==> src/rtl/core/ramr_pkg.sv <==
// ----------------------------------------------------------------------------
// ramr_pkg
// Shared widths, types and sign/magnitude helpers for the rational
// add/multiply/reduce core.
// ----------------------------------------------------------------------------
package ramr_pkg;

    // field widths
    localparam int FIELD_W = 32;
    localparam int WIDTH   = 32;
    localparam int DW      = 2 * WIDTH;
    localparam int SHIFT_W = $clog2(DW);
    localparam int CNT_W   = $clog2(DW);
    localparam int KIND_W  = 2;

    // operation codes; the unused code decodes as reduce
    typedef enum logic [KIND_W-1:0] {
        KIND_ADD = 2'd0,
        KIND_MUL = 2'd1,
        KIND_RED = 2'd2
    } t_kind;

    // operand as sign and magnitude
    typedef struct packed {
        logic             neg;
        logic [WIDTH-1:0] mag;
    } t_sop;

    // double-width value as sign and magnitude
    typedef struct packed {
        logic          neg;
        logic [DW-1:0] mag;
    } t_sval;

    // split a two's complement field into sign and magnitude
    function automatic t_sop from_field(input logic [FIELD_W-1:0] f);
        logic [WIDTH-1:0] v;
        t_sop             r;
        v     = f[WIDTH-1:0];
        r.neg = v[WIDTH-1];
        r.mag = v[WIDTH-1] ? (~v + WIDTH'(1)) : v;
        return r;
    endfunction

    // true when the value fits signed WIDTH bits
    function automatic logic fits(input t_sval x);
        logic [DW-1:0] lim;
        lim            = '0;
        lim[WIDTH-1]   = 1'b1;
        return x.neg ? (x.mag <= lim) : (x.mag < lim);
    endfunction

    // low WIDTH bits of the two's complement value
    function automatic logic [WIDTH-1:0] to_field(input t_sval x);
        logic [DW-1:0] v;
        v = x.neg ? (~x.mag + DW'(1)) : x.mag;
        return v[WIDTH-1:0];
    endfunction

endpackage

==> src/rtl/core/ramr_mul.sv <==
// ----------------------------------------------------------------------------
// ramr_mul
// Unsigned WIDTH x WIDTH multiplier with a registered full-width product.
// ----------------------------------------------------------------------------
module ramr_mul (
    input  logic                       i_clk,
    input  logic [ramr_pkg::WIDTH-1:0] i_a,
    input  logic [ramr_pkg::WIDTH-1:0] i_b,
    output logic [ramr_pkg::DW-1:0]    o_p
);
    import ramr_pkg::*;

    logic [DW-1:0] r_p;

    // product register
    always_ff @(posedge i_clk) begin
        r_p <= DW'(i_a) * DW'(i_b);
    end

    assign o_p = r_p;

endmodule

==> config.mk <==
export PLATFORM = sky130hd
export DESIGN_NAME = ramr_mul
export DESIGN_NICKNAME = d
export VERILOG_FILES = /design/src/rtl/core/ramr_pkg.sv /design/src/rtl/core/ramr_mul.sv
export SDC_FILE = /design/constraint.sdc
export NUM_CORES = 2
export LEC_CHECK = 0
export ABC_AREA = 1
export CORE_AREA = 5 5 267 269
export CTS_CLUSTER_SIZE = 8
export DETAILED_ROUTE_END_ITERATION = 6
export DIE_AREA = 0 0 272 274
export DONT_BUFFER_PORTS = 1
export PLACE_DENSITY = 0.71
export SLEW_MARGIN = 0
export SYNTH_ARGS = -nofsm -noshare
export SYNTH_HDL_FRONTEND = slang
export SYNTH_SLANG_ARGS = --single-unit
==> constraint.sdc <==
create_clock -name i_clk -period 8.7 [get_ports i_clk]
set_clock_uncertainty 0.05 [all_clocks]
set_input_delay 2.61 -clock i_clk [delete_from_list [all_inputs] [get_ports i_clk]]
set_output_delay 2.61 -clock i_clk [all_outputs]
set_load 0.02 [all_outputs]
# Yosys cells after proc, flatten, opt, wreduce, memory -nomap -nowiden
# Index checks and enable logic that the tools add are counted.
# Widths: inputs -> output; s select.
word_totals:
  ff_bits: 64
  latchBits: 0
  ramBits: 0
  mem_bits_ro: 0
  inputBits: 65
  output_inout_bits: 64
  word_cells: 2
  memories: 0
op_classes:
  addsub: 0
  mul: 1
  div: 0
  n_lt_le_gt_ge: 0
  eq_ne: 0
  n_shift: 0
  muxes: 0
  bitwise_logic: 0
  n_reduce_logical: 0
op_table:
  columns: ["op", "n"]
  rows:
  - ["$mul 32x32->64", 1]

# Depth between registers and ports, before layout
logic_depth:
  ltp_word: 1
  depth_mapped: 30
  ltp_nobuf: 29

# Least setup slack after synthesis
# No wires, ideal clock.
synth_timing:
  path_type: "input -> register"
  from: "input i_a[25] in the netlist's numbering"
  to: "register r_p[60], in the netlist o_p[60]"
  setup_ns: 0.112
  arrival_time_ns: 8.312
  required_time_ns: 8.538
  path_slack_ns: 0.226
  stages: 26
  n_path_buf: 1
  cell_sequence: "clkbuf_1 nand2_1 fa_1 inv_1 fa_1 inv_1 fa_1 inv_1 fa_1 fa_1 fa_1 fa_1 inv_1 fa_1 inv_1 ha_1 nand2_1 nand2_1 a21oi_1 nand2_1 nand2_1 nand2_1 a21oi_1 nand2_1 nand2_1 nand2_1"
synth_via:
  elab_chain_len: 1
synth_lines:
  columns: ["element", "line", "rtl"]
  rows:
  - ["start, declared", "ramr_mul.sv:7", "input logic [ramr_pkg::WIDTH-1:0] i_a,"]
  - ["$mul 32x32->64", "ramr_mul.sv:17", "r_p <= DW'(i_a) * DW'(i_b);"]
  - ["end signal, assigned", "ramr_mul.sv:17", null]
  - ["end, declared", "ramr_mul.sv:13", "logic [DW-1:0] r_p;"]
# Every way passes these cells.

# Worst setup path after layout
layout_timing:
  from: "input i_a[27] in the netlist's numbering"
  to: "register r_p[51], in the netlist o_p[51]"
# Same word-level chain as after synthesis.

==> qor.yml <==
floorplanning:
  rows: 96
  die_area_mm2: 0.0745
  coreArea_mm2: 0.0683
  die_y_um: 274
  start_util_pct: 54.7
  die_w_um: 272
  boundaryPins: 129
route:
  vias_per_cell: 5.01
  drt_iter0_drc: 1876
  drc: 0
  wl_met1_mm: 38.4
  route.met3.wl_mm: 6.37
  drtAntennaViolNets: 0
  met2_length_mm: 48.9
  postRouteWirelength_mm: 96.9
  wl_per_cell_um: 16.8
  drtPass1Iterations: 6
  topRoutingLayerUsed: "met4"
  vias: 28800
logic_synthesis:
  seq_area_frac_synth_pct: 3.43
  synth_most_common_cell: "inv_1"
  syn_inst: 5023
  synth_top_cell_by_area: "fa_1"
  synth_fp_nets: 6247
  async_flop_share_pct: 0
  synth_seq_cells: 64
  ys_warn_count: 0
  synth_common_cells: "inv_1, nand2_1, fa_1, ha_1, clkbuf_1"
  syn_avg_cell_area_um2: 7.45
  netlist_area_mm2: 0.0374
  synth_edf_count: 0
  synth_top_area_share_pct: 48.0
  ys_top_cells_by_area: "fa_1, inv_1, nand2_1"
  synth_flop_cell: "dfxtp_1"
  post_synth_num_cell_types: 23
grt:
  globalRouteTotalUtil_pct: 27.2
  grt_max_degree: 33
  grt_overflow: 0
  antenna_found_initial: 0
  first_global_vias: 31200
  grt_pass1_wl_mm: 162
setup_path:
  worst-setup-path-type: "in -> reg"
  worstPathArrival_ps: 8580
  endpoint_kind: "register"
  critical_path_required_ps: 8880
  cp_max_fo: 32
  start_kind: "primary input"
timing:
  drv_slew: 0
  max-slew-margin-rel_pct: 68.5
  fin_crit_sh_pct: 96.6
  worst_pin_slew_ps: 468
  fmax_mhz: 119
  rsz0062_at_grt: "false"
  fin_crit_ps: 8400
  layout_setup_ws_ps: 298
  final-hold-violation-count: 0
  setup_violations: 0
layout:
  fin_area_mm2: 0.0384
  final_layout_size_suffix_gt1_share_pct: 2.28
  syn2layout_area_growth_pct: 2.57
  largest_reg_flops: 64
  num_antenna_cells: 0
  fill_cells: 6392
  nets: 6097
  multiInputGateArea_mm2: 0.0289
  final-instance-count-excl-fill: 5760
  utilization_pct: 56.1
  seqCellArea_mm2: 0.00128
clock_network:
  hold_buffers: 0
  ctsResizeCount: 0
  cts_buffer_depth: 2
  cts_buffers: 9
  path_clk_slew_ps: 60
  clock-root-buffer: "clkbuf_16"
  htreeDepth: 3
  cts_tree: "built"
  cts_setup_buffers: 0
  cts_sinks: 64
placed_design:
  dp_hpwl_mm: 81.3
  numPortBuffers: 0
  dp.cells: 5744
  place_area_mm2: 0.0380
  place.gp.congestion: 0.980
  place_ws_ps: -36.8
worst_hold_path:
  hp-class: "in -> reg"
  min_to: "o_p[0]$_DFF_P_"
  hp-start: "i_b[0]"
  hold_depth: 2
flow_run:
  drv_cap: 0
status:
  status: "finished clean"
[kinds of logic (layout without fill, tap and decap cells)]
group | after synthesis | in the layout | share of synthesized area [%]
compound gates | 57 | 57 | 0.853
simple gates | 1781 | 1781 | 18.8
flops | 64 | 64 | 3.43
fa+ha+maj | 1159 | 1159 | 56.8
xor+xnor | 35 | 35 | 0.820
buf+inv | 1927 | 1782 | 19.3
[worst max-delay path, cell delays in order]
cell and delay (ps):
nand2_1 60, inv_1 60, fa_1 540, inv_1 50
fa_1 510, fa_1 490, fa_1 560, inv_1 60
fa_1 490, fa_1 570, fa_1 460, fa_1 510
ha_1 410, nand2_1 130, nor2_1 180, buf_4 150
inv_2 40, buf_4 130, nor2_4 130, inv_2 40
o21bai_1 180, nand2_1 90, nand4_1 80, nand2_1 60
[metrics by stage]
step	hold slack (ps)	setup TNS, ps
6_report	2320	0
5_1_grt	2340	0
4_1_cts	2310	0
3_5_place_dp	2680	-84.3
3_3_place_gp	2670	-20.9
2_1_floorplan	2660	0
[layout make-up]
cell class | instances | area share, %
Sequential cell | 64 | 3.34
Clock inverter | 7 | 0.313
Multi-Input combinational cell | 3032 | 75.3
Timing Repair Buffer | 31 | 0.607
Clock buffer | 9 | 0.587
Tap cell | 882 | 2.88
Inverter | 1735 | 17.0
[layout by cell type (no fill, tap or decap), types with 3 or more instances in the layout]
cell / count
inv_1: 1723
nand2_1: 1566
fa_1: 896
ha_1: 263
nor2_1: 81
dfxtp_1: 64
nand3_1: 56
a21oi_1: 43
xor2_1: 33
buf_4: 31
nand4_1: 16
nand2_2: 15
nor2_2: 14
inv_2: 12
nor3_1: 11
o21bai_1: 11
nand3_2: 9
clkbuf_16: 9
nor2_4: 6
nor3_2: 6
bufinv_16: 3
[how the worst max path moves through the flow]
| stage | from | end | slack, ps | cells past startpoint |
|---|---|---|---|---|
| after floorplan | i_a[25] | o_p[60]$_DFF_P_ | 230 | 26 |
| after global placement | i_b[17] | o_p[51]$_DFF_P_ | -20 | 26 |
| after detailed placement | i_a[10] | o_p[51]$_DFF_P_ | -40 | 26 |
| after CTS | i_a[27] | o_p[51]$_DFF_P_ | 280 | 24 |
| after global routing | i_b[8] | o_p[51]$_DFF_P_ | 7 | 25 |
| final | i_a[27] | o_p[51]$_DFF_P_ | 300 | 24 |
[routing by layer]
metal	up-vias	global-route usage (%)
met5	-	0
met4	0	7.94
met3	195	3.83
met2	968	48.0
met1	14400	35.0
li1	13300	-
Power is not shown: default switching activity piles up to over one toggle a cycle in this logic, so the estimate is an artifact.
