===== src/rtl/core/ramr_pkg.sv =====
// ----------------------------------------------------------------------------
// ramr_pkg
// Shared widths, types and sign/magnitude helpers for the rational
// add/multiply/reduce core.
// ----------------------------------------------------------------------------
package ramr_pkg;

    // field widths
    localparam int FIELD_W = 32;
    localparam int WIDTH   = 32;
    localparam int DW      = 2 * WIDTH;
    localparam int SHIFT_W = $clog2(DW);
    localparam int CNT_W   = $clog2(DW);
    localparam int KIND_W  = 2;

    // operation codes; the unused code decodes as reduce
    typedef enum logic [KIND_W-1:0] {
        KIND_ADD = 2'd0,
        KIND_MUL = 2'd1,
        KIND_RED = 2'd2
    } t_kind;

    // operand as sign and magnitude
    typedef struct packed {
        logic             neg;
        logic [WIDTH-1:0] mag;
    } t_sop;

    // double-width value as sign and magnitude
    typedef struct packed {
        logic          neg;
        logic [DW-1:0] mag;
    } t_sval;

    // split a two's complement field into sign and magnitude
    function automatic t_sop from_field(input logic [FIELD_W-1:0] f);
        logic [WIDTH-1:0] v;
        t_sop             r;
        v     = f[WIDTH-1:0];
        r.neg = v[WIDTH-1];
        r.mag = v[WIDTH-1] ? (~v + WIDTH'(1)) : v;
        return r;
    endfunction

    // true when the value fits signed WIDTH bits
    function automatic logic fits(input t_sval x);
        logic [DW-1:0] lim;
        lim            = '0;
        lim[WIDTH-1]   = 1'b1;
        return x.neg ? (x.mag <= lim) : (x.mag < lim);
    endfunction

    // low WIDTH bits of the two's complement value
    function automatic logic [WIDTH-1:0] to_field(input t_sval x);
        logic [DW-1:0] v;
        v = x.neg ? (~x.mag + DW'(1)) : x.mag;
        return v[WIDTH-1:0];
    endfunction

endpackage


===== src/rtl/core/ramr_div.sv =====
// ----------------------------------------------------------------------------
// ramr_div
// Restoring divider for double-width magnitudes, one quotient bit a cycle.
// ----------------------------------------------------------------------------
module ramr_div (
    input  logic                    i_clk,
    input  logic                    i_rst_n,
    input  logic                    i_start,
    input  logic [ramr_pkg::DW-1:0] i_dividend,
    input  logic [ramr_pkg::DW-1:0] i_divisor,
    output logic                    o_done,
    output logic [ramr_pkg::DW-1:0] o_quot
);
    import ramr_pkg::*;

    logic              r_busy;
    logic              r_done;
    logic [CNT_W-1:0]  r_cnt;
    logic [DW-1:0]     r_rem;
    logic [DW-1:0]     r_q;
    logic [DW-1:0]     r_dsr;
    logic [DW:0]       rem_sh;
    logic [DW:0]       diff;
    logic              ge;

    // trial subtract of the shifted remainder
    always_comb begin
        rem_sh = {r_rem, r_q[DW-1]};
        diff   = rem_sh - {1'b0, r_dsr};
        ge     = !diff[DW];
    end

    // iteration control and remainder/quotient registers
    always_ff @(posedge i_clk) begin
        if (!i_rst_n) begin
            r_busy <= 1'b0;
            r_done <= 1'b0;
        end else begin
            r_done <= 1'b0;
            if (r_busy) begin
                r_rem <= ge ? diff[DW-1:0] : rem_sh[DW-1:0];
                r_q   <= {r_q[DW-2:0], ge};
                r_cnt <= r_cnt + 1'b1;
                if (r_cnt == CNT_W'(DW - 1)) begin
                    r_busy <= 1'b0;
                    r_done <= 1'b1;
                end
            end else if (i_start) begin
                r_busy <= 1'b1;
                r_cnt  <= '0;
                r_rem  <= '0;
                r_q    <= i_dividend;
                r_dsr  <= i_divisor;
            end
        end
    end

    assign o_done = r_done;
    assign o_quot = r_q;

    // divisor is the gcd, never zero
    a_divisor_nonzero: assert property (@(posedge i_clk) disable iff (!i_rst_n)
        i_start && !r_busy |-> i_divisor != '0)
        else $error("division started with zero divisor");

    // done pulses only at the end of a run
    a_done_after_run: assert property (@(posedge i_clk) disable iff (!i_rst_n)
        r_done |-> $past(r_busy))
        else $error("divider done without a run");

endmodule


===== config.mk =====
export PLATFORM = sky130hd
export DESIGN_NAME = ramr_div
export DESIGN_NICKNAME = d
export VERILOG_FILES = /design/src/rtl/core/ramr_pkg.sv /design/src/rtl/core/ramr_div.sv
export SDC_FILE = /design/constraint.sdc
export NUM_CORES = 1
export LEC_CHECK = 0
export BUFFER_PORTS_ARGS = -buffer_cell sky130_fd_sc_hd__buf_2
export CORE_UTILIZATION = 57
export CTS_CLUSTER_DIAMETER = 120
export CTS_CLUSTER_SIZE = 20
export DETAILED_ROUTE_END_ITERATION = 8
export PLACE_DENSITY = 0.81
export SYNTH_ARGS = -nofsm -noshare
export SYNTH_HDL_FRONTEND = slang
export SYNTH_SLANG_ARGS = --single-unit
export TNS_END_PERCENT = 30

===== constraint.sdc =====
create_clock -name i_clk -period 5.8 [get_ports i_clk]
set_input_delay 0.58 -clock i_clk [delete_from_list [all_inputs] [get_ports i_clk]]
set_output_delay 0.58 -clock i_clk [all_outputs]
set_load 0.05 [all_outputs]

## After elaboration in Yosys (flattened, before gate mapping)

Index checks and enable logic that the tools add are counted.

- Flip-flop bits (word level): 200
- Bits of input ports: 131
- Output and inout bits: 65
- Word-level logic and storage cells: 26

- Add/sub/neg operators: 2
- Equality and inequality tests: 1
- Muxes and demuxes: 11
- Bitwise logic cells: 1
- Reductions and logical operators: 5

Operator list:

| kind | number |
|---|---|
| two-way mux 64 bit | 5 |
| subtractor 65 x 64 -> 65 bit | 1 |
| two-way mux 6 bit | 2 |
| adder 6 x 1 -> 6 bit (second input constant) | 1 |
| == test 6 bit (second input constant) | 1 |
| two-way mux 1 bit | 4 |
| AND reduction 2 bit | 2 |
| AND reduction 3 bit | 1 |
| nonzero test 2 bit | 1 |
| zero test 1 bit | 1 |
| NOT 1 bit | 1 |

## Depth between registers and ports, before layout

- Depth after elaboration: 3
- Mapped depth: 17
- Depth with buffers taken out: 15

## Worst setup path before layout

Ideal clock, no wire load.

- Path type: register to register
- Start: register r_busy
- End: register r_q[0], in the netlist o_quot[0], enable pin
- Arrival: 3,849 ps
- Data required time: 5,295 ps
- Setup slack: 1,447 ps
- Stages on the path, launching flop included: 4
- Path buffers: 2
- Period minus slack after synthesis: 4,353 ps
- Cell sequence: dfxtp_1 > clkbuf_1 > clkbuf_1 > o21a_1

- Longest elaborated chain between the ends: 2

Ends and longest elaborated chain:

| element | RTL line | RTL |
|---|---|---|
| from (decl) | ramr_div.sv:16 | `logic r_busy;` |
| from (signal assigned) | ramr_div.sv:36 | `r_busy <= 1'b0;` |
| from (signal assigned) | ramr_div.sv:45 | `r_busy <= 1'b0;` |
| from (signal assigned) | ramr_div.sv:49 | `r_busy <= 1'b1;` |
| nonzero test 2 bit (no source line) | n/a |  |
| AND reduction 2 bit (no source line) | n/a |  |
| to (signal assigned) | ramr_div.sv:42 | `r_q <= {r_q[DW-2:0], ge};` |
| to (signal assigned) | ramr_div.sv:52 | `r_q <= i_dividend;` |
| to (decl) | ramr_div.sv:20 | `logic [DW-1:0] r_q;` |

No other way between the ends.
A chain may end at the register's enable or synchronous reset.

## Worst setup path in the final report

- Start: register r_q[63], in the netlist o_quot[63]
- End: register r_rem[19], data pin

- Longest elaborated chain between the ends: 3

Ends and longest elaborated chain:

| element | RTL line | RTL |
|---|---|---|
| subtractor 65 x 64 -> 65 bit | ramr_div.sv:29 | `diff = rem_sh - {1'b0, r_dsr};` |
| two-way mux 64 bit | ramr_div.sv:41 | `r_rem <= ge ? diff[DW-1:0] : rem_sh[DW-1:0];` |
| two-way mux 64 bit | ramr_div.sv:40 | `if (r_busy) begin` |
| to (signal assigned) | ramr_div.sv:41 |  |
| to (decl) | ramr_div.sv:19 | `logic [DW-1:0] r_rem;` |

No other way between the ends.

==> metrics.cfg <==
[placement]
port_buffers=195
gp_congestion=0.930
pre_cts_slack_ns=1.26
dp_hpwl_um=19700
dpl-instance-area_um2=12900

[final_layout]
multi_input_area_um2=5250
seq_area_um2=5990
fillers=1574
final_cell_mix=edfxtp_1, buf_2, nand2_1
drive_gt1_share_pct=24.4
final_cell_area_um2=13500
mostFrequentLayoutCell=edfxtp_1
nNetsFinal=1454
area_growth_pct=15.3

[timing]
worst_slack_ns=1.22
hold_viol=0
skew_ns=0.0135
fin_crit_sh_pct=79.0
fmax_mhz=218
slew_headroom_pct=35.6
finalMaxSlewViolations=0
period_needed_ns=4.58
rsz0062_at_grt=no
hold_ws_ns=0.294
setup_viol=0
worst_pin_slew_ns=0.966
finalSetupTns_ns=0

[min_path]
min-delay-start=i_divisor[7]
min_path_cells=1
min_to=r_dsr[7]
hold_class=primary input to register

[global_routing]
grt_pass1_vias=8841
grt_pass1_wl_um=44000
globalRouteTotalUtil_pct=26.4
grt_max_degree=82
antenna_found_initial=3
overflow=0

[synthesis]
ys_ff_latch=200
muxShareOfSynthArea_pct=6.48
ys_seq_area_share_pct=51.0
synth-adder-area-share_pct=7.11
synth_top_family_by_area=compound AO/OA/AOI/OAI gates
avgSynthCellArea_um2=10.8
synthDistinctLibCells=65
synth_simple_gate_area_share_pct=12.3
ys.warnings.count=0
async_flop_share_pct=0
synth_ff_type=edfxtp_1
synth_edf_count=198
synth_xor_area_share_pct=4.56
synth_compound_area_share_pct=14.1
syn_inst=1083
syn_nets=1280
syn_area_um2=11700

[setup_path]
crit_arrival_ns=4.73
r2r-start=o_quot[63]
ff2ff_path_depth=15
critPathRequiredTime_ns=5.94
worstSetupPathType=register to register
r2r-end=r_rem[19]
startpoint_type=register
rrSetupSlack_ns=1.22
crit_fanout=14
cp-end-kind=register

[clocking]
clock_path_buffers=2
path_clk_slew_ns=0.08
cts_sinks=200
cts_htree_levels=4
insertion_delay_ns=0.45
post_cts_resized=0
cts_made_buffers=17
cts_tree=done
cts-root-buf=clkbuf_16
cts_hold_buf=0
cts_setup_buffers=0

[routing]
drt_iter0_markers=670
wire_per_inst_um=17.5
drc_errors=0
ant_nets=0
route.vias.total=8827
dr.pass1.iters=5
via_per_inst=5.72
wirelength_um=27000

[power]
peakVddDrop_mv=0.218
powerDensity_nw_per_um2=303
p_leak_uw=0.00560

[floorplanning]
start_util_pct=58.1
core_um2=20200
rows=52
ios=196
die_area_um2=21100
die_h_um=145
die_w_um=145

[outcome]
status=complete, no violations

[flow_run]
drv_cap=0

==> state kept, by name (all words and copies together) (netlist names) <==
signal and count:
o_quot 64, r_dsr 64, r_rem 64, o_done 1, r_busy 1, r_cnt 6
==> power breakdown <==
| part | internal, uW | total (uW) | switching (uW) |
|---|---|---|---|
| logic | 407 | 1070 | 663 |
| registers | 1740 | 1810 | 68.7 |
| clock network | 590 | 1210 | 624 |
==> final cells by class <==
type	count	area share, %
inverter	83	2.32
tap	270	2.50
antenna	2	0.0370
multi-input combinational	755	38.8
clock buffer	17	3.15
timing repair buffer	200	7.50
sequential	200	44.3
clock inverter	15	1.40
==> synthesized netlist by cell type, drive strengths merged (5+ instances only) <==
cell type	number	area, um^2
edfxtp	198	5950
nand2	100	375
a21oi	98	490
inv	83	314
nor2	66	248
ha	65	813
mux2	63	709
o21ai	57	289
nor2b	40	250
xnor2	35	307
clkbuf	28	105
a21o	27	203
xor2	26	228
and2	24	150
buf	17	90.1
nand4	14	87.6
nand3	13	65.1
nor3	13	65.1
o21bai	12	90.1
a31oi	11	98.8
and3	8	50.1
a21boi	7	52.6
nand2b	6	37.5
o211ai	6	45.0
mux2i	5	50.1
nor4	5	31.3
o21a	5	37.5
==> per-stage QoR <==
stage / utilization (%) / total power, uW / cells
6_report: 67.0 / 4090 / 1542
5_1_grt: 67.0 / 4280 / 1542
4_1_cts: 67.0 / 4110 / 1540
3_5_place_dp: 64.0 / 2900 / 1508
3_3_place_gp: 64.0 / 2880 / 1508
2_1_floorplan: - / 2660 / 1083
==> how the worst max path moves through the flow <==
stage / endpoint / startpoint / depth (start not counted) / slack [ns]
2_1_floorplan: o_quot[0] / r_busy / 3 / 1.45
3_3_place_gp: r_rem[19] / o_quot[63] / 15 / 1.37
3_5_place_dp: r_rem[19] / o_quot[63] / 15 / 1.26
4_1_cts: r_rem[19] / o_quot[63] / 15 / 1.22
5_1_grt: r_rem[15] / o_quot[63] / 16 / 0.84
6_report: r_rem[19] / o_quot[63] / 15 / 1.22
==> worst max-delay path: stages (launching register included) <==
cell and delay (ns):
edfxtp_1 0.37, inv_1 0.06, ha_1 0.22, fa_1 0.40, nand2b_1 0.19, a21o_1 0.19
a21oi_1 0.24, a31o_2 0.27, a31o_1 0.30, a31oi_4 0.15, o21ai_2 0.34, a31oi_4 0.16
o221ai_4 0.34, inv_4 0.16, nand2_1 0.58, o21ai_0 0.31
==> per-layer routing <==
layer	share of wire [%]	routed length [um]	vias to the layer above	track usage, %
met1	42	11200	4201	31.8
met4	2.2	606	2	9.84
li1	-	-	4279	-
met3	6.3	1710	50	6.52
met5	0.037	10	-	0
met2	50	13400	295	45.6
==> kinds of logic after synthesis <==
family,Yosys count
compound gates,260
simple gates,300
mux,68
buf+inv,128
xor+xnor,61
flops,200
fa+ha+maj,66
No activity file was read; power rests on OpenSTA's default activity.
