<file path="src/rtl/core/ramr_pkg.sv">
// ----------------------------------------------------------------------------
// ramr_pkg
// Shared widths, types and sign/magnitude helpers for the rational
// add/multiply/reduce core.
// ----------------------------------------------------------------------------
package ramr_pkg;

    // field widths
    localparam int FIELD_W = 32;
    localparam int WIDTH   = 32;
    localparam int DW      = 2 * WIDTH;
    localparam int SHIFT_W = $clog2(DW);
    localparam int CNT_W   = $clog2(DW);
    localparam int KIND_W  = 2;

    // operation codes; the unused code decodes as reduce
    typedef enum logic [KIND_W-1:0] {
        KIND_ADD = 2'd0,
        KIND_MUL = 2'd1,
        KIND_RED = 2'd2
    } t_kind;

    // operand as sign and magnitude
    typedef struct packed {
        logic             neg;
        logic [WIDTH-1:0] mag;
    } t_sop;

    // double-width value as sign and magnitude
    typedef struct packed {
        logic          neg;
        logic [DW-1:0] mag;
    } t_sval;

    // split a two's complement field into sign and magnitude
    function automatic t_sop from_field(input logic [FIELD_W-1:0] f);
        logic [WIDTH-1:0] v;
        t_sop             r;
        v     = f[WIDTH-1:0];
        r.neg = v[WIDTH-1];
        r.mag = v[WIDTH-1] ? (~v + WIDTH'(1)) : v;
        return r;
    endfunction

    // true when the value fits signed WIDTH bits
    function automatic logic fits(input t_sval x);
        logic [DW-1:0] lim;
        lim            = '0;
        lim[WIDTH-1]   = 1'b1;
        return x.neg ? (x.mag <= lim) : (x.mag < lim);
    endfunction

    // low WIDTH bits of the two's complement value
    function automatic logic [WIDTH-1:0] to_field(input t_sval x);
        logic [DW-1:0] v;
        v = x.neg ? (~x.mag + DW'(1)) : x.mag;
        return v[WIDTH-1:0];
    endfunction

endpackage

</file>
<file path="src/rtl/core/ramr_gcd.sv">
// ----------------------------------------------------------------------------
// ramr_gcd
// Binary greatest common divisor of two double-width magnitudes, one shift
// or one compare-and-subtract per cycle. The second operand is nonzero.
// ----------------------------------------------------------------------------
module ramr_gcd (
    input  logic                    i_clk,
    input  logic                    i_rst_n,
    input  logic                    i_start,
    input  logic [ramr_pkg::DW-1:0] i_u,
    input  logic [ramr_pkg::DW-1:0] i_v,
    output logic                    o_done,
    output logic [ramr_pkg::DW-1:0] o_g
);
    import ramr_pkg::*;

    typedef enum logic [4:0] {
        G_IDLE = 5'b00001,
        G_PAIR = 5'b00010,
        G_UODD = 5'b00100,
        G_LOOP = 5'b01000,
        G_OUT  = 5'b10000
    } t_gstate;

    t_gstate              r_state;
    logic                 r_done;
    logic [DW-1:0]        r_u;
    logic [DW-1:0]        r_v;
    logic [DW-1:0]        r_g;
    logic [SHIFT_W-1:0]   r_shift;

    // sequencer and datapath
    always_ff @(posedge i_clk) begin
        if (!i_rst_n) begin
            r_state <= G_IDLE;
            r_done  <= 1'b0;
        end else begin
            r_done <= 1'b0;
            unique case (r_state)
                G_IDLE: begin
                    if (i_start) begin
                        r_shift <= '0;
                        r_v     <= i_v;
                        if (i_u == '0) begin
                            r_u     <= i_v;
                            r_state <= G_OUT;
                        end else begin
                            r_u     <= i_u;
                            r_state <= G_PAIR;
                        end
                    end
                end
                // strip common factors of two
                G_PAIR: begin
                    if (!(r_u[0] | r_v[0])) begin
                        r_u     <= r_u >> 1;
                        r_v     <= r_v >> 1;
                        r_shift <= r_shift + 1'b1;
                    end else begin
                        r_state <= G_UODD;
                    end
                end
                // make u odd
                G_UODD: begin
                    if (!r_u[0]) begin
                        r_u <= r_u >> 1;
                    end else begin
                        r_state <= G_LOOP;
                    end
                end
                // shift v odd, then subtract the smaller from the larger
                G_LOOP: begin
                    if (r_v == '0) begin
                        r_state <= G_OUT;
                    end else if (!r_v[0]) begin
                        r_v <= r_v >> 1;
                    end else if (r_u > r_v) begin
                        r_u <= r_v;
                        r_v <= r_u - r_v;
                    end else begin
                        r_v <= r_v - r_u;
                    end
                end
                G_OUT: begin
                    r_g     <= r_u << r_shift;
                    r_done  <= 1'b1;
                    r_state <= G_IDLE;
                end
                default: begin
                    r_state <= G_IDLE;
                end
            endcase
        end
    end

    assign o_done = r_done;
    assign o_g    = r_g;

    // a gcd run always starts from a nonzero second operand
    a_start_v_nonzero: assert property (@(posedge i_clk) disable iff (!i_rst_n)
        i_start && (r_state == G_IDLE) |-> i_v != '0)
        else $error("gcd started with zero second operand");

endmodule

</file>
<file path="config.mk">
export PLATFORM = sky130hd
export DESIGN_NAME = ramr_gcd
export DESIGN_NICKNAME = d
export VERILOG_FILES = /design/src/rtl/core/ramr_pkg.sv /design/src/rtl/core/ramr_gcd.sv
export SDC_FILE = /design/constraint.sdc
export NUM_CORES = 1
export LEC_CHECK = 0
export ABC_CLOCK_PERIOD_IN_PS = 10490
export BUFFER_PORTS_ARGS = -buffer_cell sky130_fd_sc_hd__buf_2
export CAP_MARGIN = 25
export CORE_MARGIN = 2
export CORE_UTILIZATION = 45
export DETAILED_ROUTE_END_ITERATION = 7
export GPL_TIMING_DRIVEN = 0
export MAX_ROUTING_LAYER = met4
export PLACE_DENSITY = 0.62
export SYNTH_ARGS = -nofsm -noshare
export SYNTH_HDL_FRONTEND = slang
export SYNTH_SLANG_ARGS = --single-unit
export TNS_END_PERCENT = 5
</file>
<file path="constraint.sdc">
create_clock -name i_clk -period 10.49 [get_ports i_clk]
set_input_delay 1.5735 -clock i_clk [delete_from_list [all_inputs] [get_ports i_clk]]
set_output_delay 1.5735 -clock i_clk [all_outputs]
set_load 0.02 [all_outputs]
</file>
; ---- Word level (Yosys, flattened, before mapping)
; Cells that the tools add are included.
[classes]
n_addsub = 3
multipliers = 0
div_mod_pow = 0
n_lt_le_gt_ge = 1
n_eq_ne = 14
shift = 1
muxes = 24
n_bitwise = 1
reduce_logical = 11
[ops]
columns = operator, n
row1 = $mux 64, 12
row2 = $pmux 64 s4, 1
row3 = $pmux 64 s3, 1
row4 = $logic_not 64->1, 2
row5 = $sub 64x64->64, 2
row6 = $gt 64x64->1, 1
row7 = $shl 64x6->64, 1
row8 = $mux 5, 5
row9 = $pmux 5 s4, 1
row10 = $ne 2x2->1 const B, 9
row11 = $mux 6, 2
row12 = $pmux 6 s2, 1
row13 = $reduce_and 4->1, 2
row14 = $reduce_and 8->1, 1
row15 = $reduce_and 7->1, 1
row16 = $add 6x1->6 const B, 1
row17 = $eq 5x1->1 const B, 1
row18 = $eq 5x2->1 const B, 1
row19 = $eq 5x3->1 const B, 1
row20 = $eq 5x4->1 const B, 1
row21 = $eq 5x5->1 const B, 1
row22 = $reduce_and 5->1, 1
row23 = $reduce_bool 4->1, 1
row24 = $reduce_bool 3->1, 1
row25 = 4 further kinds, 4
[word_totals]
register_bits = 204
latchBits = 0
mem_bits_rw = 0
mem_bits_ro = 0
inputBits = 131
wordCells = 62
n_memories = 0

; ---- Logic depth before layout (Yosys ltp)
; Gate-level depths: netlist of the first run.
[logic_depth]
word_depth = 5
mapped_depth = 18
depth_no_buf = 15

; ---- Worst setup path before layout of the first run
; No wires, ideal clock.
[synth_path]
kind = register to register
from = reg r_u[0]
to = reg r_u[10], enable pin
arrival_time_ns = 7.421
slack_ns = 2.488
stages_incl_launch_ff = 18
path_buffers = 3
period_less_slack_ns = 8.002
path_cell_list = edfxtp_1 -> clkbuf_1 -> inv_1 -> ha_1 -> inv_1 -> fa_1 -> a21oi_1 -> nand4b_1 -> nand2_1 -> a21oi_1 -> o21bai_1 -> a311oi_2 -> nor2_2 -> buf_2 -> buf_2 -> a21oi_1 -> nor2_1 -> a21boi_0
[synth_between]
elab_chain_len = 3
elab_cells_between_ends = 6
[synth_lines]
columns = item, line
row1 = from (decl), ramr_gcd.sv:27  ; logic [DW-1:0] r_u;
row2 = from (signal assigned), ramr_gcd.sv:45  ; r_u <= i_v;
row3 = from (signal assigned), ramr_gcd.sv:48  ; r_u <= i_u;
row4 = from (signal assigned), ramr_gcd.sv:56  ; r_u <= r_u >> 1;
row5 = $gt 64x64->1 / $or 1x1->1 (equally long branches), "ramr_gcd.sv:77, ramr_gcd.sv:55"
row6 = $ne 2x2->1 (no source line), -
row7 = $reduce_and 8->1 (no source line) (*), -
; Mark *: on every way between the ends. The rest lies on a longest branch, timed or not.
; A chain may end at the register's enable or synchronous reset.

; ---- Worst setup path after layout of the first run
[layout_path]
from = reg r_u[0]
to = reg r_u[58], enable pin
; The elaborated chain is that of the path after synthesis.

==> metrics.txt, run 1 <==
status finished, final reports clean; Reg2Reg Launch Point r_u[0]; grt total ovfl 0; Post-Syn Nets 2712; Die Area 46500 µm²; Crit. End Element register; Hold Violations, Final 0; crit path launch r_u[0]; Combinational Power Share 69.1%; LEAKAGE 9.29 nW; CP max-delay cell a21boi_4; CTS sink count 204; crit path max fanout 31; reg2reg path depth 18; clock skew 0.0128 ns; Core Area 44200 µm²; Tot GR Track Use 39.1%; # rows 77; post-synth top area cell edfxtp_1; Avg Vias per Cell 6.50; worst vdd ir 0.223 mV; clock slew at reported path FFs 0.07 ns; final core utilization 51.6%; port bufs 195; flop2flop setup slack 4.91 ns; dpl hpwl 75600 µm; first-pass GRT wire length 132000 µm; Detailed Routing Iterations Pass 1 7; Slowest Stage Delay on Critical Path 0.60 ns; Syn Area/Cell 8.23 µm²; Tightest Pin Transition 1.13 ns; clock root buffer clkbuf_16; Seq pwr share 20.6%; layout cells sized above 1 14.0%; hold_ws 0.537 ns; Pins Over Slew Limit 0; RSZ-0062 raised after global routing no; Synth Instances 2450; Internal 3.54 mW; Switching Fraction 55.2%; commonest register cell after synthesis edfxtp_1; drt first-iter violations 3439; cts bufs inserted 22; Die Ht 216 µm; EDFF count, synth 198; post-synthesis sequential area ratio 30.1%; max_cap viols 0; initial core utilization 45.6%; initial antenna violation count 3; crit path time final 5.58 ns; Hold Crit Class reg2reg; Cell Chain, Critical Path clkbuf_1 > inv_1 > ha_1 > inv_1 > fa_1 > a21oi_1 > nand4b_1 > nand2_1 > a21oi_1 > o21bai_1 > a311oi_2 > nor2_2 > buf_2 > buf_2 > a21oi_1 > nor2_1 > a21boi_4 > buf_12; fmax 179 MHz; #FFs+latches synth 204; Cell Pwr Density 346 nW/µm²; area share of the largest cell type after synthesis 29.5%; IO Count 196; layout net count 2943; via count 21400; # H-tree levels 1; final wirelength 90600 µm; Worst setup SP type register; CTS resizes 0; critical path's most frequent cell a21oi_1; Synth warnings 0; Psw 4.35 mW; WP data required 10.72 ns; R2R Path End r_u[58]; Rel. slew slack 24.0%; DRC Markers 0; WL/cell 27.5 µm; WHS Path Cells 1; routability cong. 1.06; CP Buf/Inv Count 6; Critical Path Stages 18; post-synthesis cell type count 80; asr flop ratio synth 0%; synth top area cells edfxtp_1, ha_1, a21oi_1; Clock Path Buffers 3; fin crit share 53.2%; worst skew pair latency 0.54 ns; final setup violation count 0; critical path class reg2reg; critical path capture point r_u[58]; CP arrival 5.81 ns; Clk network pwr share 10.3%; CP delay by family, top compound AO/OA/AOI/OAI gates; hold_buf cts 0; Area Overhead vs Synth 13.1%; Die Span X 216 µm; Post-Syn Area 20200 µm²; Post-CTS Setup Bufs 0; Detail Route Antenna Nets 0; CTS tree yes; pin count of the biggest net entering global routing 32; vias in the first global route 20200
## flip-flops by register name (all words and copies together), names as in the netlist
register and flops:
r_u 64, r_state 5, r_v 64, o_done 1
r_shift 6, o_g 64
## synth_stat cells (all sizes together) (13+ instances only)
| cell type | count |
|---|---|
| a21oi | 296 |
| a21o | 59 |
| xor2 | 21 |
| inv | 163 |
| mux2i | 64 |
| edfxtp | 198 |
| ha | 129 |
| nand4 | 35 |
| o21a | 13 |
| nand2 | 254 |
| buf | 63 |
| o21bai | 37 |
| nand3 | 23 |
| nor3 | 28 |
| xnor2 | 44 |
| mux4 | 50 |
| and2 | 20 |
| o21ai | 266 |
| a211oi | 20 |
| o22ai | 18 |
| nor4 | 44 |
| o211ai | 14 |
| a22oi | 124 |
| a31oi | 24 |
| clkbuf | 107 |
| nor2 | 199 |
## final cells by class
type,instances,area [µm²]
clock inverters,14,163
multi-input cells,1911,12800
plain buffers,170,717
diodes,2,5.00
inverters,165,619
well taps,592,741
fillers,4365,21400
repair buffers,207,1120
clock buffers,25,583
flip-flops and latches,204,6070
## per-layer routing
metal  wire (µm)  up-vias  track usage [%]
li1            -     9538                -
met3        9850      260             7.29
met4        5300        0             19.0
met5           0        -                -
met2       39000     1459             58.2
met1       36400    10100             51.1
## layout by cell type, fill, tap and decap left out, drive strengths merged, types with 9 or more instances in the layout
cell type,synthesis,routed
o21ai,266,266
mux4,50,50
a21boi,12,12
mux2i,64,64
o211ai,14,14
o21a,13,13
and2,20,20
a31oi,24,24
edfxtp,198,198
buf,63,270
xor2,21,21
nor2,199,199
o22ai,18,18
and3,9,9
xnor2,44,44
mux2,10,10
clkbuf,107,132
ha,129,129
inv,163,164
nand2b,12,12
nand3,23,23
nor4,44,44
a211oi,20,20
nand4,35,35
a21o,59,59
nand2,254,254
a22oi,124,124
nor3,28,28
o21bai,37,37
a21oi,296,296
clkinv,2,9
## worst min-delay path by stage
| stage | end | startpoint |
|---|---|---|
| final | o_done | r_state[0] |
| after global routing | o_done | r_state[0] |
| after CTS | o_done | r_state[0] |
| after detailed placement | o_done | r_state[0] |
| after global placement | o_done | r_state[4] |
| after floorplan | o_done | r_state[0] |
## stage by stage
stage / cell area [µm²] / worst slack, ns / power, mW / cells / setup TNS (ns)
finish: 22800 / 4.91 / 7.90 / 3290 / 0
global route: 22800 / 4.57 / 8.29 / 3290 / 0
CTS: 22800 / 5.08 / 7.66 / 3288 / 0
detailed placement: 22100 / 4.88 / 6.83 / 3249 / 0
global placement: 21900 / -0.976 / 6.83 / 3237 / -60.81
floorplan: 20200 / 2.49 / 4.99 / 2450 / 0
## power by group through the flow
stage | clock network, mW | registers, mW | logic, mW
2_1_floorplan | 0 | 1.44 | 3.55
5_1_grt | 0.847 | 1.63 | 5.82
3_5_place_dp | 0 | 1.61 | 5.23
3_3_place_gp | 0 | 1.66 | 5.17
4_1_cts | 0.820 | 1.59 | 5.25
6_report | 0.817 | 1.62 | 5.46
## cells by family after synthesis
logic type	count (synthesis)	synth area share (%)
mux	124	9.32
flops	204	30.1
compound gates	940	28.4
fa+ha+maj	131	8.21
simple gates	651	14.5
xor+xnor	65	2.82
buf+inv	335	6.63
Note: power is estimated with default switching activity, not from simulation.
==> run 2: changes to the inputs <==
Settings changed: ABC_AREA set to 1, ABC_CLOCK_PERIOD_IN_PS 10490 to 4450, PLACE_DENSITY 0.62 to 0.64.
Clock period 10.49 ns to 4.45 ns, I/O delays scaled along.
==> run 2 against run 1 <==
  * Final area increased by 25%
  * Register-to-register slack lost 4.9 ns
  * Clock-buffer cell count rose by 1
  * Global-route usage grew 2.8 points
  * Non-clock buffer count decreased by 16
  * Power is 110% higher
  * First-iteration DRC count increased by 9.7%
  * Critical endpoint is now r_u[60]
  * Highest routed layer unchanged
==> metrics.txt, run 2 <==
#FFs+latches synth 204 (unchanged); most frequent cell after synthesis nand2_1; LEAKAGE 15.4 nW (+66%); Synth Area in Compound Gates 12.9% (-16 points); layout net count 4912 (+67%); Tightest Pin Transition 1.17 ns (+0.0421 ns); Cell Count, Final, Fillers Out 5429 (+65%); overall power 16.8 mW (+110%); Rel. slew slack 21.7% (-2.3 points); flop2flop setup slack 0.04 ns (-4.87 ns); fmax 227 MHz (+26%); Detail Route Antenna Nets 0 (unchanged); vias in the first global route 27500 (+36%); met1 Use GR 53.9% (+2.8 points); initial core utilization 45.4% (-0.15 points); reg2reg path depth 18 (unchanged); R2R Path End r_u[60]; crit path max fanout 20 (-35%); RSZ-0062 raised after global routing no; EDFF count, synth 198 (unchanged); first-pass GRT wire length 176000 µm (+34%); crit path time final 4.41 ns (-1.17 ns); most common cell after layout, fill and taps aside nand2_1; layout cells sized above 1 8.72% (-5.3 points); grt total ovfl 0 (unchanged); post-synthesis sequential area ratio 23.7% (-6.4 points); clock slew at reported path FFs 0.07 ns (about the same); fin crit share 99.1% (+46 points); Simple-Gate Fraction of Synth Area 38.2% (+24 points); GR met2 Demand/Resource 62.3% (+4.1 points); routability cong. 1.07 (+0.18%); IO Count 196 (unchanged); Detailed Routing Iterations Pass 1 6 (-1); DRC Markers 0 (unchanged); dpl cells 5378 (+66%); synth top area cells nand2_1, edfxtp_1, inv_1; hold_buf cts 0 (unchanged); status finished, final reports clean; dpl hpwl 105000 µm (+39%); Area Overhead vs Synth 11.4%; final core utilization 50.6% (-0.93 points); Reg area 6070 µm² (unchanged); commonest register cell after synthesis edfxtp_1; Die Span X 243 µm (+12%); critical path class reg2reg; mux share of post-synthesis cell area 1.88% (-7.4 points); commonest cells in the netlist nand2_1, inv_1, o21ai_0; WHS Endpoint r_state[0]; drt first-iter violations 3774 (+9.7%); asr flop ratio synth 0% (unchanged); Synth warnings 0 (unchanged); Synth Instances 4420 (+80%); final setup violation count 0 (unchanged); post-synth top area cell nand2_1; clock root buffer clkbuf_16; post-synthesis cell type count 54 (-33%); Hold Crit Class in2reg; # rows 87 (+13%); most frequent cells in the layout nand2_1, inv_1, o21ai_0, nor2_1, buf_2; final setup margin 0.0382 ns (-4.87 ns); setup_tns 0 ns (unchanged); Pins Over Slew Limit 0 (unchanged); Crit. End Element register; CTS tree yes; worst skew pair latency 0.57 ns (+0.03 ns); Reg2Reg Launch Point r_u[53]; WHS Path Cells 2 (+1); cts bufs inserted 24 (+9.1%); post-synthesis adder-cell area fraction 6.46% (-1.7 points); # H-tree levels 1 (unchanged); DP Worst Slack -0.540 ns (-5.42 ns); Syn Area/Cell 5.80 µm² (-30%); Synth Area in XOR/XNOR 2.22% (-0.60 points); Tot GR Track Use 41.8% (+2.8 points); final wirelength 123000 µm (+36%); Clock Path Buffers 3 (unchanged); via count 29800 (+39%); Post-Syn Area 25600 µm² (+27%); met3 Track Usage GR 8.50% (+1.2 points); max_cap viols 0 (unchanged); Hold Violations, Final 0 (unchanged); CP arrival 4.66 ns (-1.15 ns); initial antenna violation count 4 (+1); Avg Vias per Cell 5.49 (-16%); worst vdd ir 0.333 mV (+50%); WP data required 4.70 ns (-6.02 ns); pin count of the biggest net entering global routing 40 (+25%); CTS sink count 204 (unchanged); Die Ht 243 µm (+12%); Worst Hold Launch i_rst_n; WL/cell 22.7 µm (-18%); Worst setup SP type register; port bufs 195 (unchanged); multi-input logic area 15800 µm² (+24%); Core Area 56400 µm² (+28%); Post-Syn Nets 4682 (+73%); busiest layer in global routing met2; largest family of logic cells by synthesized area simple AND/OR/NAND/NOR gates; Die Area 58900 µm² (+27%); area share of the largest cell type after synthesis 26.8% (-2.7 points); clock skew 0.0228 ns (+0.0100 ns); Cell Pwr Density 588 nW/µm² (+70%); number of fill cells 6261 (+43%)
-- run 2: changes by cell type after synthesis, sizes merged, moves of 23 or more --
cell	previous run	this run
nand2	254	1874
inv	163	800
a21oi	296	163
a22oi	124	1
nand3	23	134
nor2	199	273
a21o	59	0
o211ai	14	73
mux4	50	0
o22ai	18	63
xnor2	44	12
xor2	21	53
o21bai	37	6
a31oi	24	1
-- run 2: cell families (layout without fill, tap and decap cells) --
group | Yosys count | after routing
buffers and inverters | 961 | 1209
AND/OR/NAND/NOR | 2412 | 2412
adder cells (fa/ha/maj) | 131 | 131
XOR/XNOR | 65 | 65
AO/OA/AOI/OAI | 599 | 599
other | 0 | 5
flip-flops | 204 | 204
multiplexers | 48 | 48
-- run 2: cell type report --
cell class	count	share of cell area [%]
buffer	157	2.59
tap	756	3.31
timing repair buffer	204	3.90
multi-input combinational	3255	55.4
sequential	204	21.2
inverter	804	10.6
clock inverter	18	0.671
clock buffer	26	2.20
antenna	5	0.0438
-- run 2: per-stage QoR --
step	area, µm²	hold slack (ns)
final	28500	0.334
after global routing	28500	0.350
after CTS	28500	0.326
after detailed placement	27700	0.531
after global placement	27600	0.503
after floorplan	25600	0.472
-- run 2: worst max path at each step --
stage               startpoint      end  slack [ns]  cells past startpoint
floorplan               r_v[0]   r_v[0]       -0.45                      8
global placement        r_v[0]  r_v[54]       -3.54                      9
detailed placement      r_u[0]  r_u[59]       -0.54                     22
CTS                     r_u[0]  r_u[58]        0.02                     22
global route            r_v[0]  r_v[62]        0.02                     20
finish                 r_u[53]  r_u[60]        0.04                     18
-- run 2: repair_timing --
| action | in CTS | in global routing |
|---|---|---|
| gates resized for setup | 0 | 4 |
| setup endpoints to repair | 49 | 20 |
| pin swaps | 1 | 0 |
| buffers inserted | 1 | 0 |
-- run 2: metal layers --
layer  vias up  routed length [µm]
li1      14200                   -
met1     13600               50000
met2      1676               52200
met3       269               13500
met4         0                7240
met5         -                   0
-- run 2: critical path, stage by stage (launching register included) --
cell and delay (ns):
edfxtp_1 0.59, inv_1 0.27, ha_1 0.55, nand2_1 0.17, nor2_2 0.19, nand2_1 0.11, inv_2 0.10, nand2_2 0.12
inv_1 0.08, a21oi_1 0.15, nand2_2 0.13, nand2_4 0.07, inv_4 0.15, buf_4 0.30, nor2_1 0.16, nor3_4 0.28
buf_8 0.24, buf_8 0.21, buf_8 0.20
-- run 2: report_power, final --
| group | switching (mW) | leakage (nW) | internal, mW |
|---|---|---|---|
| registers | 0.454 | 1.88 | 2.62 |
| logic | 8.41 | 13.2 | 3.20 |
| clock network | 0.905 | 0.386 | 1.20 |
| total | 9.77 | 15.4 | 7.03 |
